===== config.mk =====
export PLATFORM = sky130hd
export DESIGN_NAME = serial_command_frame_receiver
export DESIGN_NICKNAME = d
export VERILOG_FILES = /design/src/rtl/scfr_pkg.sv /design/src/rtl/scfr_in_reg.sv /design/src/rtl/scfr_frame_core.sv /design/src/rtl/serial_command_frame_receiver.sv
export SDC_FILE = /design/constraint.sdc
export NUM_CORES = 1
export LEC_CHECK = 0
export BUFFER_PORTS_ARGS = -buffer_cell sky130_fd_sc_hd__buf_2
export CORE_MARGIN = 2
export CORE_UTILIZATION = 55
export CTS_BUF_LIST = sky130_fd_sc_hd__clkbuf_4 sky130_fd_sc_hd__clkbuf_8 sky130_fd_sc_hd__clkbuf_16
export DETAILED_ROUTE_END_ITERATION = 10
export GPL_ROUTABILITY_DRIVEN = 0
export GPL_TIMING_DRIVEN = 0
export HOLD_SLACK_MARGIN = 0.12
export PLACE_DENSITY_LB_ADDON = 0.15
export SLEW_MARGIN = 15
export SYNTH_ARGS = -nofsm -noshare
export SYNTH_HDL_FRONTEND = slang
export SYNTH_SLANG_ARGS = --single-unit

===== constraint.sdc =====
create_clock -name clk_i -period 3.9 [get_ports clk_i]
set_input_delay 0.78 -clock clk_i [delete_from_list [all_inputs] [get_ports clk_i]]
set_output_delay 0.78 -clock clk_i [all_outputs]
set_load 0.05 [all_outputs]

===== src/rtl/scfr_pkg.sv =====
package scfr_pkg;

  localparam int unsigned BYTE_W = 8;
  localparam int unsigned POS_W = 4;
  localparam int unsigned NUM_DATA = 6;
  localparam int unsigned DATA_IDX_W = 3;
  localparam int unsigned CFG_IDX_W = 1;

  localparam logic [BYTE_W-1:0] HEAD_RESET = 8'h42;
  localparam logic [BYTE_W-1:0] TAIL_RESET = 8'h10;

  localparam logic [POS_W-1:0] POS_ADDR = 4'd1;
  localparam logic [POS_W-1:0] POS_DATA0 = 4'd3;
  localparam logic [POS_W-1:0] POS_LAST_SUM = 4'd8;
  localparam logic [POS_W-1:0] POS_CHK = 4'd9;
  localparam logic [POS_W-1:0] POS_TAIL = 4'd10;

  localparam logic [BYTE_W-1:0] ADDR_SPEED = 8'h01;
  localparam logic [BYTE_W-1:0] ADDR_GO_AROUND = 8'h02;
  localparam logic [BYTE_W-1:0] ADDR_BUSY_AREA = 8'h03;

  localparam logic [CFG_IDX_W-1:0] CFG_HEAD = 1'b0;
  localparam logic [CFG_IDX_W-1:0] CFG_TAIL = 1'b1;

  typedef enum logic [1:0] {
    STATUS_OK       = 2'd0,
    STATUS_BAD_TAIL = 2'd1,
    STATUS_BAD_SUM  = 2'd2
  } status_e;

  typedef struct packed {
    logic             valid;
    logic [BYTE_W-1:0] data;
  } byte_req_t;

endpackage


===== src/rtl/scfr_in_reg.sv =====
module scfr_in_reg
  import scfr_pkg::*;
(
  input  logic              clk_i,
  input  logic              rst_ni,
  input  logic              rx_valid_i,
  input  logic [BYTE_W-1:0] rx_byte_i,
  output logic              rx_ready_o,
  input  logic              take_i,
  output byte_req_t         req_o
);

  logic              vld_q, vld_d;
  logic [BYTE_W-1:0] byte_q, byte_d;

  assign rx_ready_o = !vld_q || take_i;

  always_comb begin
    vld_d  = vld_q;
    byte_d = byte_q;
    if (rx_ready_o) begin
      vld_d  = rx_valid_i;
      byte_d = rx_byte_i;
    end
  end

  always_ff @(posedge clk_i or negedge rst_ni) begin
    if (!rst_ni) begin
      vld_q <= 1'b0;
    end else begin
      vld_q <= vld_d;
    end
  end

  always_ff @(posedge clk_i) begin
    byte_q <= byte_d;
  end

  assign req_o.valid = vld_q;
  assign req_o.data  = byte_q;

endmodule


===== src/rtl/scfr_frame_core.sv =====
module scfr_frame_core
  import scfr_pkg::*;
(
  input  logic                 clk_i,
  input  logic                 rst_ni,
  input  logic                 cfg_we_i,
  input  logic [CFG_IDX_W-1:0] cfg_idx_i,
  input  logic [BYTE_W-1:0]    cfg_wdata_i,
  input  byte_req_t            req_i,
  output logic                 take_o,
  output logic                 out_valid_o,
  input  logic                 out_ready_i,
  output logic [1:0]           status_o,
  output logic [7:0]           frame_address_o,
  output logic [31:0]          speed_bits_o,
  output logic signed [15:0]   steer_angle_o,
  output logic signed [15:0]   go_around_dir_o,
  output logic signed [15:0]   busy_area_dir_o
);

  logic [BYTE_W-1:0] head_q, tail_q;
  logic              active_q, active_d;
  logic [POS_W-1:0]  pos_q, pos_d;
  logic [BYTE_W-1:0] sum_q, sum_d;
  logic [BYTE_W-1:0] addr_q, addr_d;
  logic [BYTE_W-1:0] chk_q, chk_d;
  logic [BYTE_W-1:0] data_q [NUM_DATA];
  logic [BYTE_W-1:0] data_d [NUM_DATA];
  logic [31:0]       speed_q, speed_d;
  logic [15:0]       angle_q, angle_d;
  logic [15:0]       go_q, go_d;
  logic [15:0]       busy_q, busy_d;
  logic              out_vld_q, out_vld_d;
  status_e           status_q, status_d;
  logic [BYTE_W-1:0] out_addr_q, out_addr_d;
  logic              complete;
  logic              out_free;
  logic [BYTE_W-1:0] b;
  logic [DATA_IDX_W-1:0] data_idx;

  assign b        = req_i.data;
  assign complete = active_q && (pos_q == POS_TAIL);
  assign out_free = !out_vld_q || out_ready_i;
  assign take_o   = req_i.valid && (!complete || out_free);
  assign data_idx = DATA_IDX_W'(pos_q - POS_DATA0);

  always_ff @(posedge clk_i or negedge rst_ni) begin
    if (!rst_ni) begin
      head_q <= HEAD_RESET;
      tail_q <= TAIL_RESET;
    end else if (cfg_we_i) begin
      unique case (cfg_idx_i)
        CFG_HEAD: head_q <= cfg_wdata_i;
        CFG_TAIL: tail_q <= cfg_wdata_i;
        default:  head_q <= head_q;
      endcase
    end
  end

  always_comb begin
    active_d   = active_q;
    pos_d      = pos_q;
    sum_d      = sum_q;
    addr_d     = addr_q;
    chk_d      = chk_q;
    data_d     = data_q;
    speed_d    = speed_q;
    angle_d    = angle_q;
    go_d       = go_q;
    busy_d     = busy_q;
    status_d   = status_q;
    out_addr_d = out_addr_q;
    out_vld_d  = out_vld_q && !out_ready_i;
    if (take_o) begin
      if (!active_q) begin
        if (b == head_q) begin
          active_d = 1'b1;
          pos_d    = POS_ADDR;
          sum_d    = b;
        end
      end else if (complete) begin
        active_d   = 1'b0;
        pos_d      = '0;
        out_vld_d  = 1'b1;
        out_addr_d = addr_q;
        if (b != tail_q) begin
          status_d = STATUS_BAD_TAIL;
        end else if (sum_q != chk_q) begin
          status_d = STATUS_BAD_SUM;
        end else begin
          status_d = STATUS_OK;
          if (addr_q == ADDR_SPEED) begin
            speed_d = {data_q[3], data_q[2], data_q[1], data_q[0]};
            angle_d = {data_q[5], data_q[4]};
          end else if (addr_q == ADDR_GO_AROUND) begin
            go_d = {data_q[5], data_q[4]};
          end else if (addr_q == ADDR_BUSY_AREA) begin
            busy_d = {data_q[5], data_q[4]};
          end
        end
      end else begin
        pos_d = pos_q + 4'd1;
        if (pos_q <= POS_LAST_SUM) begin
          sum_d = sum_q + b;
        end
        if (pos_q == POS_ADDR) begin
          addr_d = b;
        end
        if (pos_q >= POS_DATA0 && pos_q <= POS_LAST_SUM) begin
          data_d[data_idx] = b;
        end
        if (pos_q == POS_CHK) begin
          chk_d = b;
        end
      end
    end
  end

  always_ff @(posedge clk_i or negedge rst_ni) begin
    if (!rst_ni) begin
      active_q  <= 1'b0;
      pos_q     <= '0;
      out_vld_q <= 1'b0;
      speed_q   <= '0;
      angle_q   <= '0;
      go_q      <= '0;
      busy_q    <= '0;
    end else begin
      active_q  <= active_d;
      pos_q     <= pos_d;
      out_vld_q <= out_vld_d;
      speed_q   <= speed_d;
      angle_q   <= angle_d;
      go_q      <= go_d;
      busy_q    <= busy_d;
    end
  end

  always_ff @(posedge clk_i) begin
    sum_q      <= sum_d;
    addr_q     <= addr_d;
    chk_q      <= chk_d;
    data_q     <= data_d;
    status_q   <= status_d;
    out_addr_q <= out_addr_d;
  end

  assign out_valid_o     = out_vld_q;
  assign status_o        = status_q;
  assign frame_address_o = out_addr_q;
  assign speed_bits_o    = speed_q;
  assign steer_angle_o   = angle_q;
  assign go_around_dir_o = go_q;
  assign busy_area_dir_o = busy_q;

endmodule


===== src/rtl/serial_command_frame_receiver.sv =====
// The result register loads a result when the request carrying the tail byte is taken.
// One byte per cycle unless a tail byte stalls; input and result registers decouple the sides.
// A tail byte waits in the input register only while an earlier result is still unread.
// Reset is asynchronous and active low: the frame state and the held values clear to zero,
// and the head and tail registers return to 0x42 and 0x10.
module serial_command_frame_receiver
  import scfr_pkg::*;
(
  input  logic                 clk_i,
  input  logic                 rst_ni,
  input  logic                 cfg_we_i,
  input  logic [CFG_IDX_W-1:0] cfg_idx_i,
  input  logic [BYTE_W-1:0]    cfg_wdata_i,
  input  logic                 rx_valid_i,
  output logic                 rx_ready_o,
  input  logic [7:0]           rx_byte_i,
  output logic                 out_valid_o,
  input  logic                 out_ready_i,
  output logic [1:0]           status_o,
  output logic [7:0]           frame_address_o,
  output logic [31:0]          speed_bits_o,
  output logic signed [15:0]   steer_angle_o,
  output logic signed [15:0]   go_around_dir_o,
  output logic signed [15:0]   busy_area_dir_o
);

  byte_req_t req;
  logic      take;

  scfr_in_reg u_in_reg (
    .clk_i      (clk_i),
    .rst_ni     (rst_ni),
    .rx_valid_i (rx_valid_i),
    .rx_byte_i  (rx_byte_i),
    .rx_ready_o (rx_ready_o),
    .take_i     (take),
    .req_o      (req)
  );

  scfr_frame_core u_core (
    .clk_i           (clk_i),
    .rst_ni          (rst_ni),
    .cfg_we_i        (cfg_we_i),
    .cfg_idx_i       (cfg_idx_i),
    .cfg_wdata_i     (cfg_wdata_i),
    .req_i           (req),
    .take_o          (take),
    .out_valid_o     (out_valid_o),
    .out_ready_i     (out_ready_i),
    .status_o        (status_o),
    .frame_address_o (frame_address_o),
    .speed_bits_o    (speed_bits_o),
    .steer_angle_o   (steer_angle_o),
    .go_around_dir_o (go_around_dir_o),
    .busy_area_dir_o (busy_area_dir_o)
  );

endmodule


# ---- After elaboration in Yosys (flattened, before gate mapping)
# Cells that the tools add are included.
dict set report totals {
  reg_bits 193
  latchBits 0
  ramBits 0
  romBits 0
  in_bits 22
  output_inout_bits 92
  elab_cells 88
  n_memories 0
}
dict set report classes {
  add_sub_neg 3
  multipliers 0
  n_div 0
  n_lt_le_gt_ge 4
  eq_ne 11
  shift 0
  n_mux 17
  bitwise_logic 7
  reduce_logical 24
}
# cell n
set ops {}
lappend ops {{48-bit bitwise mux} 1}
lappend ops {{8-bit 2-to-1 mux} 5}
lappend ops {{8-bit demux with 3-bit select} 1}
lappend ops {{8-bit by 2-bit == test with 1-bit output (second input constant)} 2}
lappend ops {{8-bit != test} 2}
lappend ops {{4-bit AND reduction} 4}
lappend ops {{4-bit 2-to-1 mux} 3}
lappend ops {{8-bit adder} 1}
lappend ops {{4-bit == test (second input constant)} 2}
lappend ops {{8-bit by 1-bit == test with 1-bit output (second input constant)} 1}
lappend ops {{8-bit == test} 1}
lappend ops {{8-bit AND reduction} 1}
lappend ops {{7-bit AND reduction} 1}
lappend ops {{1-bit 2-to-1 mux} 6}
lappend ops {{1-bit inverter} 6}
lappend ops {{2-bit AND reduction} 3}
lappend ops {{6-bit AND reduction} 1}
lappend ops {{1-bit logical AND} 5}
lappend ops {{4-bit by 1-bit adder with 4-bit output (second input constant)} 1}
lappend ops {{4-bit by 1-bit == test with 1-bit output (second input constant)} 1}
lappend ops {{4-bit by 2-bit >= comparator with 1-bit output (second input constant)} 1}
lappend ops {{4-bit >= comparator (second input constant)} 1}
lappend ops {{4-bit less-or-equal comparator (second input constant)} 1}
lappend ops {{1-bit zero test} 4}
lappend ops {{other kinds (8)} 11}

# ---- Longest topological paths before layout
# Gate-level depths: netlist of the first run.
dict set report depth {
  ltp_word 7
  depth_mapped 9
  ltp_nobuf 8
}

# ---- By module
# From an unflattened synthesis of the first run, not the netlist that was laid out.
dict set report unflattened {
  cells_unflattened 456
  area_unflattened_um2 7643.6
}
# mod n_inst cells_per_inst area_each_um2 seq_area_each_um2
set by_module_without_submodules {}
lappend by_module_without_submodules {scfr_frame_core 1 444 7348.3 5018.6}
lappend by_module_without_submodules {scfr_in_reg 1 12 295.3 265.3}

# ---- Worst setup path before layout of the first run
# OpenSTA, ideal clock, no wires.
dict set report synth_path {
  kind {register -> register}
  startpoint {register u_core.pos_q[0]}
  endpoint {register u_core.data_q[40] in the netlist's numbering, enable pin}
  setup_time_ns 0.385
  t_arrival_ns 2.305
  required_ns 3.515
  setup_slack_ns 1.209
  stages_incl_launch_ff 7
  path_buffers 0
  cell_sequence {dfrtp_1 -> inv_1 -> ha_1 -> a31oi_1 -> o311ai_0 -> or2_2 -> nor3b_1}
}
dict set report synth_via {
  elab_chain_cells 6
  word_cells_on_any_way 10
  cone_classes {2 x order compare; 1 x eq/ne; 1 x bitwise; 6 x reduce/logical}
}
# item line_no
set synth_rtl {}
lappend synth_rtl {{from (decl)} scfr_frame_core.sv:23} ;# logic [POS_W-1:0] pos_q, pos_d;
lappend synth_rtl {{from (signal assigned)} scfr_frame_core.sv:130} ;# pos_q <= pos_d;
lappend synth_rtl {{4-bit == test} scfr_frame_core.sv:42} ;# assign complete = active_q && (pos_q == POS_TAIL);
lappend synth_rtl {{1-bit logical AND} scfr_frame_core.sv:42}
lappend synth_rtl {{1-bit zero test} scfr_frame_core.sv:44} ;# assign take_o = req_i.valid && (!complete || out_free);
lappend synth_rtl {{1-bit logical OR} scfr_frame_core.sv:44}
lappend synth_rtl {{1-bit logical AND} scfr_frame_core.sv:44}
lappend synth_rtl {{4-bit AND reduction (no source line) *} n/a}
lappend synth_rtl {{to (signal assigned)} scfr_frame_core.sv:143} ;# data_q <= data_d;
lappend synth_rtl {{to (decl)} scfr_frame_core.sv:27} ;# logic [BYTE_W-1:0] data_q [NUM_DATA];
# Every way passes the cells marked *; elsewhere a longest branch is shown, timed or not.
# A chain may end at the register's enable or synchronous reset.

# ---- Final worst setup path of the first run
dict set report layout_path {
  startpoint {register u_core.pos_q[0]}
  endpoint {register u_core.data_q[47] in the netlist's numbering, enable pin}
}
# The elaborated chain is that of the path after synthesis.

==> results.md, run 1 <==
* Total core area at 0.0133 mm2
* Wire per inst at roughly 19 um
* # rows at 42
* Initial antenna violation count at 0
* Post-synth EDFFs at 90
* Crit path DAT at around 3400 ps
* Cell area after synthesis at 0.00760 mm2
* Hold Fails Final Rpt at 0
* IO Count at roughly 110
* Largest net degree at the start of global routing at around 90
* Post-synth top area cell: edfxtp_1
* DR DRC count at 0
* Root Buffer: clkbuf_16
* Hold Crit Class: input pin to async pin
* Critical path fanouts, max at 9
* Area contributors post-synth: edfxtp_1 (36%), dfrtp_1 (33%), mux2_2 (12%)
* H-tree Lvls at 4
* Clock Sink Count at 193
* Skew-Pair Late Insertion Delay at ~420 ps
* P&R area growth vs syn at 18.8%
* Avg Cell Area, Syn at roughly 17 um2
* Final Setup Violations at 0
* GRT overflow at 0
* CTS buffer count at 17
* Worst slew margin at between 20% and 30%
* Fin crit period at between 3000 and 4000 ps
* Die Y at between 100 and 150 um
* Vias per cell at between 5 and 6
* Routed WL at ~14000 um
* First drt pass iteration count at 5
* FMAX at 300 MHz
* Worst slew pin tran at between 1000 and 1500 ps
* HPWL Detailed at 9910 um
* Port Buffers at between 100 and 150
* Leak pwr at around 4.2 nW
* Final setup TNS at 0 ps
* Antenna-violating nets left at 0
* CP max-delay cell: nor3b_1
* Number of global-route vias before repair at around 4300
* Vias after detailed routing at 4225
* Number of post-CTS setup repair buffers at 0
* Total Die Area at about 0.015 mm2
* CTS resizes at 0
* Initial core utilization at a little under three fifths
* Clock Path Buffers at 2
* Cell Chain, Critical Path: inv_1 > ha_1 > a31oi_1 > o311ai_0 > or2_2 > nor3b_1
* CP startpoint: u_core.pos_q[0]
* Setup crit start kind: flop
* Net Count, Synth at a little under 500
* Peak VDD IR at about 0.00033 V
* Worst path required time at just under 4000 ps
* Critical setup path kind: flop to flop
* DP Area at 0.00846 mm2
* CP peak stage delay at ~880 ps
* RSZ-0062 raised after global routing: false
* Post-Synthesis Cells at between 400 and 500
* Syn. warnings at 0
* Distinct cell type count after synthesis at between 40 and 50
* First-pass GRT wire length at 23200 um
* Layout cells sized above 1 at 45.0%
* Crit share post-route at between 80 and 90%
* Seq/Total Area, Yosys at 69.5%
* CP Capture Type: flop
* Post-route cell area at 0.00903 mm2
* Final slew viol count at 0
* Yosys reg bits at ~190
* Max capacitance violation total at 0
* CTS tree: yes
* Fillers at roughly 940
* Top-area cell type share of the netlist area at 35.6%
* GRT Util Overall at 21.2%
* CTS clk-pin slew, worst paths at 60 ps
* Die Wd at ~120 um
* Outcome: finished, final reports clean
* Cts-stage hold buffer count at 0
* Main flop type after synthesis: dfrtp_1
* Async SR Flop Fraction at 53.4%
* RR Startpoint: u_core.pos_q[0]
* Clk_skew at about 11 ps
* Nets at just over 600
* Pwr Density at between 500 and 600 mW/mm2
* Diodes inserted at 0
* Drt initial violations at 320
==> metal layers <==
metal	wire length [um]	part of all wire [%]	track usage, %	vias up
met5	0	0	0	-
met4	203	1.4	7.40	0
met3	746	5.2	5.15	19
met2	7120	49	34.0	130
met1	6390	44	28.8	2132
li1	-	-	-	1944
==> placed cells by master (no fill, tap or decap), types with 3 or more instances in the layout <==
cell type and n:
a21oi_1 8, a31oi_1 3, buf_2 118, buf_4 3, buf_6 3, clkbuf_1 4, clkbuf_16 18, clkbuf_4 4
clkbuf_8 3, clkinv_2 3, dfrtp_1 100, dfstp_2 3, edfxtp_1 90, ha_1 11, inv_1 9, mux2_2 80
mux2_4 20, nand2_1 16, nand2b_1 3, nand3_1 4, nand4_1 7, nor2_1 10, nor2b_1 4, nor3_1 5
o21ai_0 6, xnor2_1 24, xor2_1 3
==> registers in the layout, summed over array words and instances (netlist names), 8 cells and up <==
signal and cells:
u_core.sum_q 8, u_core.head_q 8, u_core.frame_address_o 8, u_core.busy_area_dir_o 16
u_core.steer_angle_o 16, u_core.tail_q 8, u_core.speed_bits_o 32, u_core.go_around_dir_o 16
u_in_reg.byte_q 8, u_core.chk_q 8, u_core.data_q 48, u_core.addr_q 8
==> area by class of cell <==
type / count / area [um2] / share of cell area [%]
sequential: 193 / 5280 / 58.5
buffer: 12 / 70.1 / 0.776
timing repair buffer: 117 / 619 / 6.86
inverter: 9 / 33.8 / 0.374
multi-input combinational: 239 / 2240 / 24.8
clock inverter: 7 / 45.0 / 0.499
tap: 176 / 220 / 2.44
clock buffer: 25 / 522 / 5.78
==> synthesized netlist by cell type (3+ instances only) <==
cell type  instances
xor2_1             3
clkbuf_1           4
dfstp_2            3
buf_2              5
a31oi_1            3
nor3_1             6
inv_1              9
nand3_1            4
nand4_1            7
nor4b_1            3
xnor2_1           24
mux2_2            80
mux2_4            20
a21oi_1            8
dfrtp_1          100
nor2_1            10
o21ai_0            6
nand2b_1           3
nand2_1           16
edfxtp_1          90
ha_1              11
nor2b_1            4
==> critical path, delay by kind of cell, from the launching register on <==
kind	cells	cell delay, ps
and+or+nand+nor	2	1300
AOI/OAI and AO/OA	2	720
DFF	1	540
adders and majority gates	1	250
buffers and inverters	1	140
==> metrics by stage <==
step	power (mW)	worst slack (ps)	utilization [%]	std cells	hold WS, ps
6_report	4.86	566	67.7	778	180
5_1_grt	5.09	272	67.7	778	169
4_1_cts	4.87	489	67.6	778	170
3_5_place_dp	3.23	520	63.4	746	429
3_3_place_gp	3.17	567	62.8	742	425
2_1_floorplan	3.00	1210	-	453	417
==> final timing paths <==
path                                              to  slack, ps  depth (start not counted)
max                                u_core.data_q[47]        570                          6
min                          u_core.speed_bits_o[20]        180                          1
max reg2reg                        u_core.data_q[47]        570                          6
min reg2reg                u_core.frame_address_o[2]        450                          0
max in group asynchronous           u_core.head_q[1]       3020                          2
min in group clk_i         u_core.frame_address_o[2]        450                          0
==> power by group <==
| group | switching [mW] | leakage (nW) | internal, mW | total (mW) |
|---|---|---|---|---|
| sequential | 0.129 | 2.21 | 2.34 | 2.46 |
| clock | 0.716 | 0.292 | 0.936 | 1.65 |
| combinational | 0.434 | 1.71 | 0.310 | 0.745 |
==> cells by family (layout without fill, tap and decap cells) <==
family / after synthesis / in the layout / share of synthesized area (%)
adder cells (fa/ha/maj): 12 / 12 / 2.07
flip-flops: 193 / 193 / 69.5
XOR/XNOR: 27 / 27 / 3.11
buffers and inverters: 21 / 170 / 1.37
multiplexers: 102 / 102 / 16.1
AO/OA/AOI/OAI: 28 / 28 / 2.34
AND/OR/NAND/NOR: 70 / 70 / 5.53
(Power assumes the default switching activity.)
==> inputs of run 2 (changes only) <==
- REMOVE_ABC_BUFFERS: unset -> 1
- clock period: 3.9 -> 3.7 ns (I/O delays scaled with it)
==> results.md, run 2 (synthesis results as in run 1) <==
* Outcome: finished, final reports clean
* # rows at 42 (unchanged)
* Skew-Pair Late Insertion Delay at 430 ps (about the same)
* Drt initial violations at 238 (-26%)
* H-tree Lvls at 4 (unchanged)
* CTS clk-pin slew, worst paths at 70 ps (about the same)
* Hold Crit Class: input pin to async pin
* Final slew viol count at 0 (unchanged)
* CP startpoint: u_in_reg.byte_q[6]
* Largest net degree at the start of global routing at 59 (-33%)
* CP peak stage delay at 820 ps (-60 ps)
* Vias after detailed routing at 4192 (-0.78%)
* Worst path required time at 4020 ps (+80 ps)
* Commonest non-fill, non-tap cell in the layout: buf_2
* CTS buffer count at 17 (unchanged)
* Number of post-CTS setup repair buffers at 0 (unchanged)
* Clock Sink Count at 193 (unchanged)
* Commonest non-fill, non-tap cells in the layout: buf_2 (113), dfrtp_1 (100), edfxtp_1 (90)
* Worst Slack Setup Final at 319 ps (-246 ps)
* DP Area at 0.00844 mm2 (-0.19%)
* Worst slew pin tran at 1140 ps (+49.1 ps)
* Hold Fails Final Rpt at 0 (unchanged)
* Antenna-violating nets left at 0 (unchanged)
* CP bufs+invs at 2 (+1)
* HPWL Detailed at 9900 um (-0.15%)
* CTS resizes at 0 (unchanged)
* Post-route cell area at 0.00904 mm2 (+0.14%)
* Crit path DAT at 3700 ps (+320 ps)
* Placement Setup Slack at 271 ps (-249 ps)
* GRT overflow at 0 (unchanged)
* Die Wd at 122 um (unchanged)
* Layout cells sized above 1 at 44.9% (-0.067 points)
* Cell Chain, Critical Path: xnor2_1 > nand4_1 > nor4_2 > nand4_1 > buf_8 > buf_6 > mux2_4
* Clk_skew at 17.1 ps (+6.19 ps)
* IO Count at 114 (unchanged)
* Peak VDD IR at 0.000323 V (-3.1%)
* Final Setup Violations at 0 (unchanged)
* Initial antenna violation count at 0 (unchanged)
* Total Die Area at 0.0148 mm2 (unchanged)
* Total core area at 0.0133 mm2 (unchanged)
* Initial core utilization at 56.9% (unchanged)
* Port Buffers at 113 (unchanged)
* Setup crit start kind: flop
* First-pass GRT wire length at 22400 um (-3.7%)
* CP delay by family, top: simple AND/OR/NAND/NOR gates
* Fin crit period at 3380 ps (+46.3 ps)
* CP max-delay cell: edfxtp_1
* Critical setup path kind: flop to flop
* Critical path fanouts, max at 16 (+7)
* Max capacitance violation total at 0 (unchanged)
* Final Non-Filler Cells at 770 (-1.0%)
* Reg2reg setup slack at 320 ps (-250 ps)
* Max FFs per register at 48 (unchanged)
* Leak pwr at 4.18 nW (-0.55%)
* Number of global-route vias before repair at 4347 (+1.0%)
* Cts-stage hold buffer count at 0 (unchanged)
* Placed cell count at 738 (-1.1%)
* Nets at 615 (-1.3%)
* CTS tree: yes
* Die Y at 122 um (unchanged)
* Crit share post-route at 91.4% (+5.9 points)
* Final setup TNS at 0 ps (unchanged)
* First drt pass iteration count at 4 (-1)
* Post-layout util at 67.8% (+0.094 points)
* DR DRC count at 0 (unchanged)
* Routed WL at 14300 um (-1.3%)
* RSZ-0062 raised after global routing: false
* Worst slew margin at 23.0% (-4.1 points)
* RR Startpoint: u_in_reg.byte_q[6]
* Vias per cell at 5.44 (+0.25%)
* Diodes inserted at 0 (unchanged)
* CP Capture Type: flop
* Largest Register: u_core.data_q
* GRT Util Overall at 20.5% (-0.76 points)
* R2r worst-path depth at 7 (+1)
* P&R area growth vs syn at 19.0%
* Root Buffer: clkbuf_16
* Clock Path Buffers at 2 (unchanged)
* RR Endpoint: u_core.speed_bits_o[26]
* Pwr Density at 571 mW/mm2 (+6.1%)
* Crit path top cell by count: nand4_1
* FMAX at 296 MHz (-1.4%)
* Wire per inst at 18.5 um (-0.30%)
## run 2: cell types whose count changed in the layout (fill, tap and decap cells not counted), sizes merged
| cell | change |
|---|---|
| buf | -4 |
| bufinv | +2 |
| clkbuf | -7 |
| clkinv | +1 |
| clkinvlp | +4 |
| inv | -4 |
## run 2: worst max path at each step
stage,endpoint,slack [ps],cells after the start
2_1_floorplan,u_core.speed_bits_o[0],-360,7
3_3_place_gp,u_core.speed_bits_o[4],-1600,5
3_5_place_dp,u_core.data_q[47],270,6
4_1_cts,u_core.data_q[42],260,6
5_1_grt,u_core.speed_bits_o[26],160,7
6_report,u_core.speed_bits_o[26],320,7
## run 2: routing by layer
layer  track usage (%)  part of all wire, %  vias to the layer above
met5                 0                    0                        -
met1              25.8                   41                     2124
li1                  -                    -                     1921
met4              7.83                  1.6                        0
met2              34.5                   51                      129
met3              4.96                  5.7                       18
## run 2: metrics by stage
stage / hold slack (ps) / power, mW
finish: 234 / 5.17
floorplan: 417 / 3.15
global route: 260 / 5.40
CTS: 240 / 5.19
detailed placement: 427 / 3.40
global placement: 431 / 3.33
## run 2: final cells by class
| class | instances | area [um2] |
|---|---|---|
| clock buffer | 22 | 475 |
| sequential | 193 | 5280 |
| timing repair buffer | 121 | 668 |
| multi-input combinational | 239 | 2250 |
| tap | 176 | 220 |
| fill | 965 | 4300 |
| clock inverter | 10 | 110 |
| inverter | 9 | 33.8 |
## run 2: power breakdown
part	total [mW]	switching (mW)	internal [mW]
sequential	2.64	0.177	2.46
combinational	0.740	0.422	0.318
clock	1.79	0.741	1.05
total	5.17	1.34	3.83
